## src/sv/aes128_cbc_block_cipher_defines.svh

```systemverilog
// Assertion macros shared by the AES-128 CBC block.
`ifndef AES128_CBC_BLOCK_CIPHER_DEFINES_SVH
`define AES128_CBC_BLOCK_CIPHER_DEFINES_SVH

// Check that a condition implies a consequence in the same cycle.
`define ACBC_ASSERT_IMP(label, clk, rst, cond, cons, msg) \
   label: assert property (@(posedge clk) disable iff (rst) (cond) |-> (cons)) \
      else $error(msg);

// Check that a condition implies a consequence in the next cycle.
`define ACBC_ASSERT_NEXT(label, clk, rst, cond, cons, msg) \
   label: assert property (@(posedge clk) disable iff (rst) (cond) |=> (cons)) \
      else $error(msg);

`endif

```

## src/sv/acbc_pkg.sv

```systemverilog
// Types, constants and GF(2^8) helpers for the AES-128 CBC block.
package acbc_pkg;

   localparam int unsigned RoundCount = 10;
   localparam int unsigned RoundBits  = 4;
   localparam int unsigned KeyCount   = RoundCount + 1;

   localparam logic [2:0] CsrKeyHigh  = 3'd0;
   localparam logic [2:0] CsrKeyLow   = 3'd1;
   localparam logic [2:0] CsrIvHigh   = 3'd2;
   localparam logic [2:0] CsrIvLow    = 3'd3;
   localparam logic [2:0] CsrDecrypt  = 3'd4;

   // Commands from the controller to the datapath
   typedef struct packed {
      logic                 load;      // capture request, add round key 0 or 10
      logic                 round;     // run one round
      logic                 last;      // final round (no mix)
      logic [RoundBits-1:0] key_idx;   // round key for this cycle
      logic                 finish;    // apply chain and update it
      logic                 kx_start;  // begin key expansion
      logic                 kx_step;   // one expansion step
   } acbc_cmd_type;

   typedef struct packed {
      logic                 decrypt;
   } acbc_stat_type;

   localparam logic [7:0] Rcon [KeyCount] = '{8'h8d, 8'h01, 8'h02, 8'h04, 8'h08,
      8'h10, 8'h20, 8'h40, 8'h80, 8'h1b, 8'h36};

   localparam logic [7:0] Sbox [256] = '{
      8'h63,8'h7c,8'h77,8'h7b,8'hf2,8'h6b,8'h6f,8'hc5,8'h30,8'h01,8'h67,8'h2b,8'hfe,8'hd7,8'hab,8'h76,
      8'hca,8'h82,8'hc9,8'h7d,8'hfa,8'h59,8'h47,8'hf0,8'had,8'hd4,8'ha2,8'haf,8'h9c,8'ha4,8'h72,8'hc0,
      8'hb7,8'hfd,8'h93,8'h26,8'h36,8'h3f,8'hf7,8'hcc,8'h34,8'ha5,8'he5,8'hf1,8'h71,8'hd8,8'h31,8'h15,
      8'h04,8'hc7,8'h23,8'hc3,8'h18,8'h96,8'h05,8'h9a,8'h07,8'h12,8'h80,8'he2,8'heb,8'h27,8'hb2,8'h75,
      8'h09,8'h83,8'h2c,8'h1a,8'h1b,8'h6e,8'h5a,8'ha0,8'h52,8'h3b,8'hd6,8'hb3,8'h29,8'he3,8'h2f,8'h84,
      8'h53,8'hd1,8'h00,8'hed,8'h20,8'hfc,8'hb1,8'h5b,8'h6a,8'hcb,8'hbe,8'h39,8'h4a,8'h4c,8'h58,8'hcf,
      8'hd0,8'hef,8'haa,8'hfb,8'h43,8'h4d,8'h33,8'h85,8'h45,8'hf9,8'h02,8'h7f,8'h50,8'h3c,8'h9f,8'ha8,
      8'h51,8'ha3,8'h40,8'h8f,8'h92,8'h9d,8'h38,8'hf5,8'hbc,8'hb6,8'hda,8'h21,8'h10,8'hff,8'hf3,8'hd2,
      8'hcd,8'h0c,8'h13,8'hec,8'h5f,8'h97,8'h44,8'h17,8'hc4,8'ha7,8'h7e,8'h3d,8'h64,8'h5d,8'h19,8'h73,
      8'h60,8'h81,8'h4f,8'hdc,8'h22,8'h2a,8'h90,8'h88,8'h46,8'hee,8'hb8,8'h14,8'hde,8'h5e,8'h0b,8'hdb,
      8'he0,8'h32,8'h3a,8'h0a,8'h49,8'h06,8'h24,8'h5c,8'hc2,8'hd3,8'hac,8'h62,8'h91,8'h95,8'he4,8'h79,
      8'he7,8'hc8,8'h37,8'h6d,8'h8d,8'hd5,8'h4e,8'ha9,8'h6c,8'h56,8'hf4,8'hea,8'h65,8'h7a,8'hae,8'h08,
      8'hba,8'h78,8'h25,8'h2e,8'h1c,8'ha6,8'hb4,8'hc6,8'he8,8'hdd,8'h74,8'h1f,8'h4b,8'hbd,8'h8b,8'h8a,
      8'h70,8'h3e,8'hb5,8'h66,8'h48,8'h03,8'hf6,8'h0e,8'h61,8'h35,8'h57,8'hb9,8'h86,8'hc1,8'h1d,8'h9e,
      8'he1,8'hf8,8'h98,8'h11,8'h69,8'hd9,8'h8e,8'h94,8'h9b,8'h1e,8'h87,8'he9,8'hce,8'h55,8'h28,8'hdf,
      8'h8c,8'ha1,8'h89,8'h0d,8'hbf,8'he6,8'h42,8'h68,8'h41,8'h99,8'h2d,8'h0f,8'hb0,8'h54,8'hbb,8'h16};

   localparam logic [7:0] InvSbox [256] = '{
      8'h52,8'h09,8'h6a,8'hd5,8'h30,8'h36,8'ha5,8'h38,8'hbf,8'h40,8'ha3,8'h9e,8'h81,8'hf3,8'hd7,8'hfb,
      8'h7c,8'he3,8'h39,8'h82,8'h9b,8'h2f,8'hff,8'h87,8'h34,8'h8e,8'h43,8'h44,8'hc4,8'hde,8'he9,8'hcb,
      8'h54,8'h7b,8'h94,8'h32,8'ha6,8'hc2,8'h23,8'h3d,8'hee,8'h4c,8'h95,8'h0b,8'h42,8'hfa,8'hc3,8'h4e,
      8'h08,8'h2e,8'ha1,8'h66,8'h28,8'hd9,8'h24,8'hb2,8'h76,8'h5b,8'ha2,8'h49,8'h6d,8'h8b,8'hd1,8'h25,
      8'h72,8'hf8,8'hf6,8'h64,8'h86,8'h68,8'h98,8'h16,8'hd4,8'ha4,8'h5c,8'hcc,8'h5d,8'h65,8'hb6,8'h92,
      8'h6c,8'h70,8'h48,8'h50,8'hfd,8'hed,8'hb9,8'hda,8'h5e,8'h15,8'h46,8'h57,8'ha7,8'h8d,8'h9d,8'h84,
      8'h90,8'hd8,8'hab,8'h00,8'h8c,8'hbc,8'hd3,8'h0a,8'hf7,8'he4,8'h58,8'h05,8'hb8,8'hb3,8'h45,8'h06,
      8'hd0,8'h2c,8'h1e,8'h8f,8'hca,8'h3f,8'h0f,8'h02,8'hc1,8'haf,8'hbd,8'h03,8'h01,8'h13,8'h8a,8'h6b,
      8'h3a,8'h91,8'h11,8'h41,8'h4f,8'h67,8'hdc,8'hea,8'h97,8'hf2,8'hcf,8'hce,8'hf0,8'hb4,8'he6,8'h73,
      8'h96,8'hac,8'h74,8'h22,8'he7,8'had,8'h35,8'h85,8'he2,8'hf9,8'h37,8'he8,8'h1c,8'h75,8'hdf,8'h6e,
      8'h47,8'hf1,8'h1a,8'h71,8'h1d,8'h29,8'hc5,8'h89,8'h6f,8'hb7,8'h62,8'h0e,8'haa,8'h18,8'hbe,8'h1b,
      8'hfc,8'h56,8'h3e,8'h4b,8'hc6,8'hd2,8'h79,8'h20,8'h9a,8'hdb,8'hc0,8'hfe,8'h78,8'hcd,8'h5a,8'hf4,
      8'h1f,8'hdd,8'ha8,8'h33,8'h88,8'h07,8'hc7,8'h31,8'hb1,8'h12,8'h10,8'h59,8'h27,8'h80,8'hec,8'h5f,
      8'h60,8'h51,8'h7f,8'ha9,8'h19,8'hb5,8'h4a,8'h0d,8'h2d,8'he5,8'h7a,8'h9f,8'h93,8'hc9,8'h9c,8'hef,
      8'ha0,8'he0,8'h3b,8'h4d,8'hae,8'h2a,8'hf5,8'hb0,8'hc8,8'heb,8'hbb,8'h3c,8'h83,8'h53,8'h99,8'h61,
      8'h17,8'h2b,8'h04,8'h7e,8'hba,8'h77,8'hd6,8'h26,8'he1,8'h69,8'h14,8'h63,8'h55,8'h21,8'h0c,8'h7d};

   // xtime: multiply by x in GF(2^8)
   function automatic logic [7:0] xt(input logic [7:0] v);
      return {v[6:0], 1'b0} ^ (v[7] ? 8'h1b : 8'h00);
   endfunction

   // Multiply by a constant of the inverse mix (0x09, 0x0b, 0x0d, 0x0e)
   function automatic logic [7:0] gmul(input logic [7:0] a, input logic [3:0] b);
      logic [7:0] a2, a4, a8, r;
      a2 = xt(a);
      a4 = xt(a2);
      a8 = xt(a4);
      r  = (b[0] ? a : 8'h00) ^ (b[1] ? a2 : 8'h00) ^ (b[2] ? a4 : 8'h00)
         ^ (b[3] ? a8 : 8'h00);
      return r;
   endfunction

endpackage

```

## src/sv/acbc_ctrl.sv

```systemverilog
// Controller sequencing key expansion and the cipher rounds.
module acbc_ctrl (
   input  logic                  clock,
   input  logic                  reset,
   input  logic                  req_valid,
   output logic                  req_ready,
   output logic                  rsp_valid,
   input  logic                  rsp_ready,
   input  logic                  csr_key_write,
   input  acbc_pkg::acbc_stat_type stat,
   output acbc_pkg::acbc_cmd_type  cmd
);
   import acbc_pkg::*;

   `include "aes128_cbc_block_cipher_defines.svh"

   typedef enum logic [1:0] {IDLE, ROUND, KEYEXP} state_type;

   state_type            state_ff, state_in;
   logic [RoundBits-1:0] cnt_ff, cnt_in;
   logic                 dec_ff, dec_in;
   logic                 rsp_valid_ff, rsp_valid_in;
   logic                 accept, done, free_out;

   // Output register frees when it is empty or being taken
   assign free_out  = !rsp_valid_ff || rsp_ready;
   assign req_ready = (state_ff == IDLE) && !csr_key_write;
   assign accept    = req_valid && req_ready;
   assign done      = (state_ff == ROUND) && (cnt_ff == RoundBits'(RoundCount))
                      && free_out;
   assign rsp_valid = rsp_valid_ff;

   always_comb begin
      state_in     = state_ff;
      cnt_in       = cnt_ff;
      dec_in       = dec_ff;
      rsp_valid_in = rsp_valid_ff && !rsp_ready;
      cmd          = '0;
      case (state_ff)
         IDLE: begin
            if (csr_key_write) begin
               cmd.kx_start = 1'b1;
               cnt_in       = RoundBits'(1);
               state_in     = KEYEXP;
            end else if (accept) begin
               cmd.load    = 1'b1;
               cmd.key_idx = stat.decrypt ? RoundBits'(RoundCount) : '0;
               dec_in      = stat.decrypt;
               cnt_in      = RoundBits'(1);
               state_in    = ROUND;
            end
         end
         ROUND: begin
            // Last round waits until the output register is free
            cmd.key_idx = dec_ff ? RoundBits'(RoundCount) - cnt_ff : cnt_ff;
            cmd.last    = cnt_ff == RoundBits'(RoundCount);
            if (cnt_ff != RoundBits'(RoundCount) || free_out) begin
               cmd.round = 1'b1;
               cnt_in    = cnt_ff + 1'b1;
            end
            if (done) begin
               cmd.finish   = 1'b1;
               rsp_valid_in = 1'b1;
               state_in     = IDLE;
            end
         end
         KEYEXP: begin
            // A new key write restarts the expansion from the updated key
            if (csr_key_write) begin
               cmd.kx_start = 1'b1;
               cnt_in       = RoundBits'(1);
            end else begin
               cmd.kx_step = 1'b1;
               cmd.key_idx = cnt_ff;
               cnt_in      = cnt_ff + 1'b1;
               if (cnt_ff == RoundBits'(RoundCount)) begin
                  state_in = IDLE;
               end
            end
         end
         default: begin
            state_in = IDLE;
         end
      endcase
   end

   always_ff @(posedge clock) begin
      if (reset) begin
         state_ff     <= IDLE;
         cnt_ff       <= '0;
         dec_ff       <= 1'b0;
         rsp_valid_ff <= 1'b0;
      end else begin
         state_ff     <= state_in;
         cnt_ff       <= cnt_in;
         dec_ff       <= dec_in;
         rsp_valid_ff <= rsp_valid_in;
      end
   end

   `ACBC_ASSERT_NEXT(a_accept_runs, clock, reset, accept, state_ff == ROUND,
      "accepted request did not start rounds")
   `ACBC_ASSERT_IMP(a_no_accept_busy, clock, reset, state_ff != IDLE, !req_ready,
      "ready while busy")
   `ACBC_ASSERT_NEXT(a_done_valid, clock, reset, done, rsp_valid_ff,
      "finished block not presented")
   `ACBC_ASSERT_IMP(a_round_idx, clock, reset, state_ff == ROUND,
      cnt_ff != '0 && cnt_ff <= RoundBits'(RoundCount), "round count out of range")

endmodule

```

## config.mk

```make
export PLATFORM = sky130hd
export DESIGN_NAME = acbc_ctrl
export DESIGN_NICKNAME = d
export VERILOG_FILES = /design/src/sv/acbc_pkg.sv /design/src/sv/acbc_ctrl.sv
export VERILOG_INCLUDE_DIRS = /design/src /design/src/sv
export SDC_FILE = /design/constraint.sdc
export NUM_CORES = 1
export LEC_CHECK = 0
export BUFFER_PORTS_ARGS = -buffer_cell sky130_fd_sc_hd__buf_2
export CAP_MARGIN = 25
export CORE_AREA = 5 5 42 44
export DETAILED_ROUTE_END_ITERATION = 10
export DIE_AREA = 0 0 47 49
export PLACE_DENSITY = 0.86
export SLEW_MARGIN = 5
export SYNTH_ARGS = -nofsm -noshare
export SYNTH_HDL_FRONTEND = slang
export SYNTH_SLANG_ARGS = --single-unit
```

## constraint.sdc

```tcl
create_clock -name clock -period 3.05 [get_ports clock]
set_input_delay 0.305 -clock clock [delete_from_list [all_inputs] [get_ports clock]]
set_output_delay 0.305 -clock clock [all_outputs]
set_load 0.05 [all_outputs]
```

# Yosys cells after proc, flatten, opt, wreduce, memory -nomap -nowiden
# Index checks and enable logic that the tools add are counted.
[word_totals]
register_bits = 8
inputBits = 6
output_inout_bits = 12
elab_cells = 62
[op_classes]
n_addsub = 2
eq_ne = 9
n_mux = 30
reduce_logical = 16
bitwise = 1
[op_table]
columns = ["operator", "count"]
rows = [
  ["$mux W4", 9],
  ["$pmux W4 S3", 2],
  ["$mux W1", 12],
  ["$mux W2", 6],
  ["$ne A2 B2 Y1 const B", 3],
  ["$pmux W2 S3", 1],
  ["$reduce_and A3 Y1", 2],
  ["$logic_and A1 B1 Y1", 5],
  ["$add A4 B1 Y4 const B", 1],
  ["$eq A4 B4 Y1 const B", 1],
  ["$ne A4 B4 Y1 const B", 1],
  ["$reduce_and A4 Y1", 1],
  ["$sub A4 B4 Y4 const A", 1],
  ["$logic_not A1 Y1", 3],
  ["$ne A3 B3 Y1 const B", 1],
  ["$reduce_bool A3 Y1", 1],
  ["$eq A2 B1 Y1 const B", 1],
  ["$eq A2 B2 Y1 const B", 1],
  ["$logic_not A2 Y1", 1],
  ["$logic_or A1 B1 Y1", 2],
  ["$ne A2 B1 Y1 const B", 1],
  ["$reduce_or A2 Y1", 1],
  ["$not A1 Y1", 1],
]

# Logic depth before layout (Yosys ltp)
[depth]
word_depth = 6
depth_mapped = 7
mapped_depth_nobuf = 7

# Worst setup path after synthesis
# Ideal clock, no wire load.
[synth_timing]
kind = "register to output"
startpoint = "register state_ff[0]"
endpoint = "output port cmd[4] in the netlist's numbering"
slack_ps = -223
path_buffers = 0
arrival_time_ps = 2968
path_stages_with_launch = 7
required_ps = 2745
cell_sequence = "dfxtp_1 > inv_1 > ha_1 > nor2b_1 > and2_1 > nand2_1 > a31oi_1"
[synth_rtl]
columns = ["element", "line", "rtl"]
rows = [
  ["from (decl)", "acbc_ctrl.sv:19", "state_type state_ff, state_in;"],
  ["from (signal assigned)", "acbc_ctrl.sv:94", "state_ff <= state_in;"],
  ["to (decl)", "acbc_ctrl.sv:11", "output acbc_pkg::acbc_cmd_type cmd"],
]

==> summary.md <==
| Metric | Value |
|---|---|
| Outcome | `complete, no violations` |
| Synthesized area per cell | `7.873 um2` |
| Non-filler cells, final | `116` |
| Design Area, Final | `778.2 um2` |
| Clock Pin Slew Worst Setup and Hold Paths | `0.06 ns` |
| Vias in the first global route | `611` |
| Fin crit period | `2.283 ns` |
| VDD IR max | `0.3953 mV` |
| Top post-synthesis cells by area | `dfxtp_1 (25%), ha_1 (14%), o21ai_0 (4.7%)` |
| Main combinational cell family by area after synthesis | `simple AND/OR/NAND/NOR gates` |
| Worst slew margin | `68.50%` |
| Place WS | `1.041 ns` |
| Clk_lat worst skew | `0.27 ns` |
| Syn nets | `95` |
| # DRC | `0` |
| Pwr dens | `675.2 nW/um2` |
| Vias per cell | `5.595` |
| Hold Buf Count CTS | `0` |
| Top-area cell type share of the netlist area | `24.81%` |
| Routability cong. | `0.8767` |
| Final Setup Violations | `0` |
| Syn Std Cell Area | `645.6 um2` |
| Routed vias | `649` |
| Die Y | `49 um` |
| Post-CTS Setup Bufs | `0` |
| Final core occ | `55.54%` |
| Ys flop type | `dfxtp_1` |
| Post-synthesis cell type count | `32` |
| Worst min path class | `in2reg` |
| Worst Path Required | `2.74 ns` |
| Worst Path Max Fanout | `4` |
| First-pass GRT wire length | `2.670 mm` |
| Routed Wire Length | `1.571 mm` |
| Total power | `0.5255 mW` |
| Die area | `2303 um2` |
| Synth Area in Simple Gates | `29.84%` |
| Die Wd | `47 um` |
| Final-report hold violation count | `0` |
| Nets | `115` |
| Max_cap viols | `0` |
| Initial Utilization | `46.07%` |
| Max frequency | `438.0 MHz` |
| DR iter-0 viols | `7` |
| Max clock buf depth | `2` |
| Fillers | `146` |
| Seq cells post-synth | `8` |
| Initial antenna violation count | `0` |
| Post-cts resize count | `0` |
| CTS tree | `done` |
| Overflow after GRT | `0` |
| Setup CP Type | `reg2out` |
| Largest net degree at the start of global routing | `13` |
| PortBufs | `17` |
| Worst-margin pin slew | `0.4697 ns` |
| Synth area leader | `dfxtp_1` |
| Critical Path AT | `1.98 ns` |
| Ys Warns | `0` |
| Area post-placement | `755.7 um2` |
| Num CTS Buffers | `3` |
| XOR/XNOR Fraction of Synth Area | `1.357%` |
| Mux contribution to synthesized area | `0%` |
| Dpl cells | `113` |
| Leakage power total | `0.3691 nW` |
| 1st-pass router iterations | `4` |
| RSZ-0062 raised after global routing | `false` |
| Core Area | `1401 um2` |
| Routed WL per cell | `13.54 um` |
| Adder-cell area share of the yosys netlist | `13.57%` |
| Seq/Total Area, Yosys | `24.81%` |
| Post-synthesis compound-gate area fraction | `26.36%` |
| Setup ws final | `0.7668 ns` |
| Clk_skew | `0.006385 ns` |
| Total global-route track usage | `15.86%` |
| ANT cells | `0` |
| Clock root buffer | `clkbuf_4` |
| Slew Limit Fails | `0` |
| CP Launch Type | `register` |
| Synth-to-Final Area Change | `20.54%` |
| Critical Path Sink Type | `output pin` |
| FFs w/ async S/R, synth | `0%` |
| Rows | `14` |
| I/O pins | `18` |
| H-tree depth | `1` |
| Number of flops mapped to enable cells by yosys | `0` |
| Final period utilization | `74.86%` |
| Post-Synthesis Cells | `82` |
| Detailed placement HPWL | `1.232 mm` |
| Post-route ant nets | `0` |
| Clock sinks | `8` |
| Ratio of cells with drive above 1 in the final layout | `24.00%` |
[path summary, 6_finish.rpt]
kind	cells past startpoint	slack (ns)	from	to
max	7	0.77	state_ff[1]$_SDFFE_PP0P_	cmd[4]
min	2	0.33	reset	dec_ff$_SDFFE_PP0P_
max reg2reg	7	1.08	state_ff[1]$_SDFFE_PP0P_	cnt_ff[3]$_SDFFE_PP0P_
min reg2reg	2	0.53	rsp_valid$_SDFF_PP0_	rsp_valid$_SDFF_PP0_
[metrics by stage]
step	TNS (ns)	hold WS (ns)
2_1_floorplan	-0.004485	0.4443
3_3_place_gp	0	0.5013
3_5_place_dp	0	0.5148
4_1_cts	0	0.3297
5_1_grt	0	0.3494
6_report	0	0.3331
[metal layers]
layer | wire length (um) | vias to the layer above | global-route usage [%]
li1 | - | 334 | -
met1 | 680 | 294 | 19.60
met2 | 768 | 16 | 23.76
met3 | 85 | 5 | 4.797
met4 | 37 | 0 | 8.295
met5 | 0 | - | 0
[placed cells by master (no fill, tap or decap), drive strengths merged, types with 2 or more instances in the layout]
cell | synthesis | final
o21a | 2 | 2
buf | 1 | 17
nand2b | 3 | 3
a21boi | 3 | 3
clkbuf | 1 | 3
o21ai | 6 | 6
ha | 7 | 7
nand4b | 3 | 3
inv | 5 | 5
nand3 | 2 | 2
a211o | 3 | 3
and2 | 2 | 2
dfxtp | 8 | 8
nand2 | 7 | 7
nor2 | 4 | 4
a31oi | 2 | 2
a211oi | 2 | 2
a21oi | 5 | 5
or3 | 2 | 2
nor2b | 4 | 4
[synth_stat cells, types with 2 or more instances]
cell,n
o21a_1,2
a211oi_1,2
dfxtp_1,8
a211o_1,3
nand3_1,2
or3_1,2
nor2b_1,4
nor2_1,4
a31oi_1,2
o21ai_0,6
ha_1,7
nand2_1,7
and2_1,2
a21boi_0,3
inv_1,4
nand2b_1,3
a21oi_1,5
nand4b_1,2
[critical path, cell delays in order, from the launching register on]
cell and delay (ns):
dfxtp_1 0.34, inv_1 0.11, ha_1 0.21, nor2b_1 0.24, and2_1 0.20, nand2_1 0.13
a31oi_2 0.20, buf_2 0.28
[cell type report]
type | instances | area [um2] | share of cell area [%]
Clock buffer | 3 | 22.52 | 2.894
Sequential cell | 8 | 160.2 | 20.58
Tap cell | 16 | 20.02 | 2.572
Multi-Input combinational cell | 67 | 471.7 | 60.61
Inverter | 5 | 18.77 | 2.412
Timing Repair Buffer | 17 | 85.08 | 10.93
[cell families (layout without fill, tap and decap cells)]
| family | after synthesis | in the layout |
|---|---|---|
| compound gates | 26 | 26 |
| xor+xnor | 1 | 1 |
| fa+ha+maj | 7 | 7 |
| buf+inv | 7 | 25 |
| flops | 8 | 8 |
| simple gates | 33 | 33 |
[report_power, final]
part | internal, mW | leakage (nW) | switching [mW]
sequential | 0.121 | 0.0652 | 0.0198
combinational | 0.0922 | 0.290 | 0.203
clock | 0.0456 | 0.0138 | 0.0438
total | 0.259 | 0.369 | 0.267
[state kept, by name (all words and copies together), names as in the netlist]
register   flops
dec_ff         1
rsp_valid      1
cnt_ff         4
state_ff       2
Note: power is estimated with default switching activity, not from simulation.
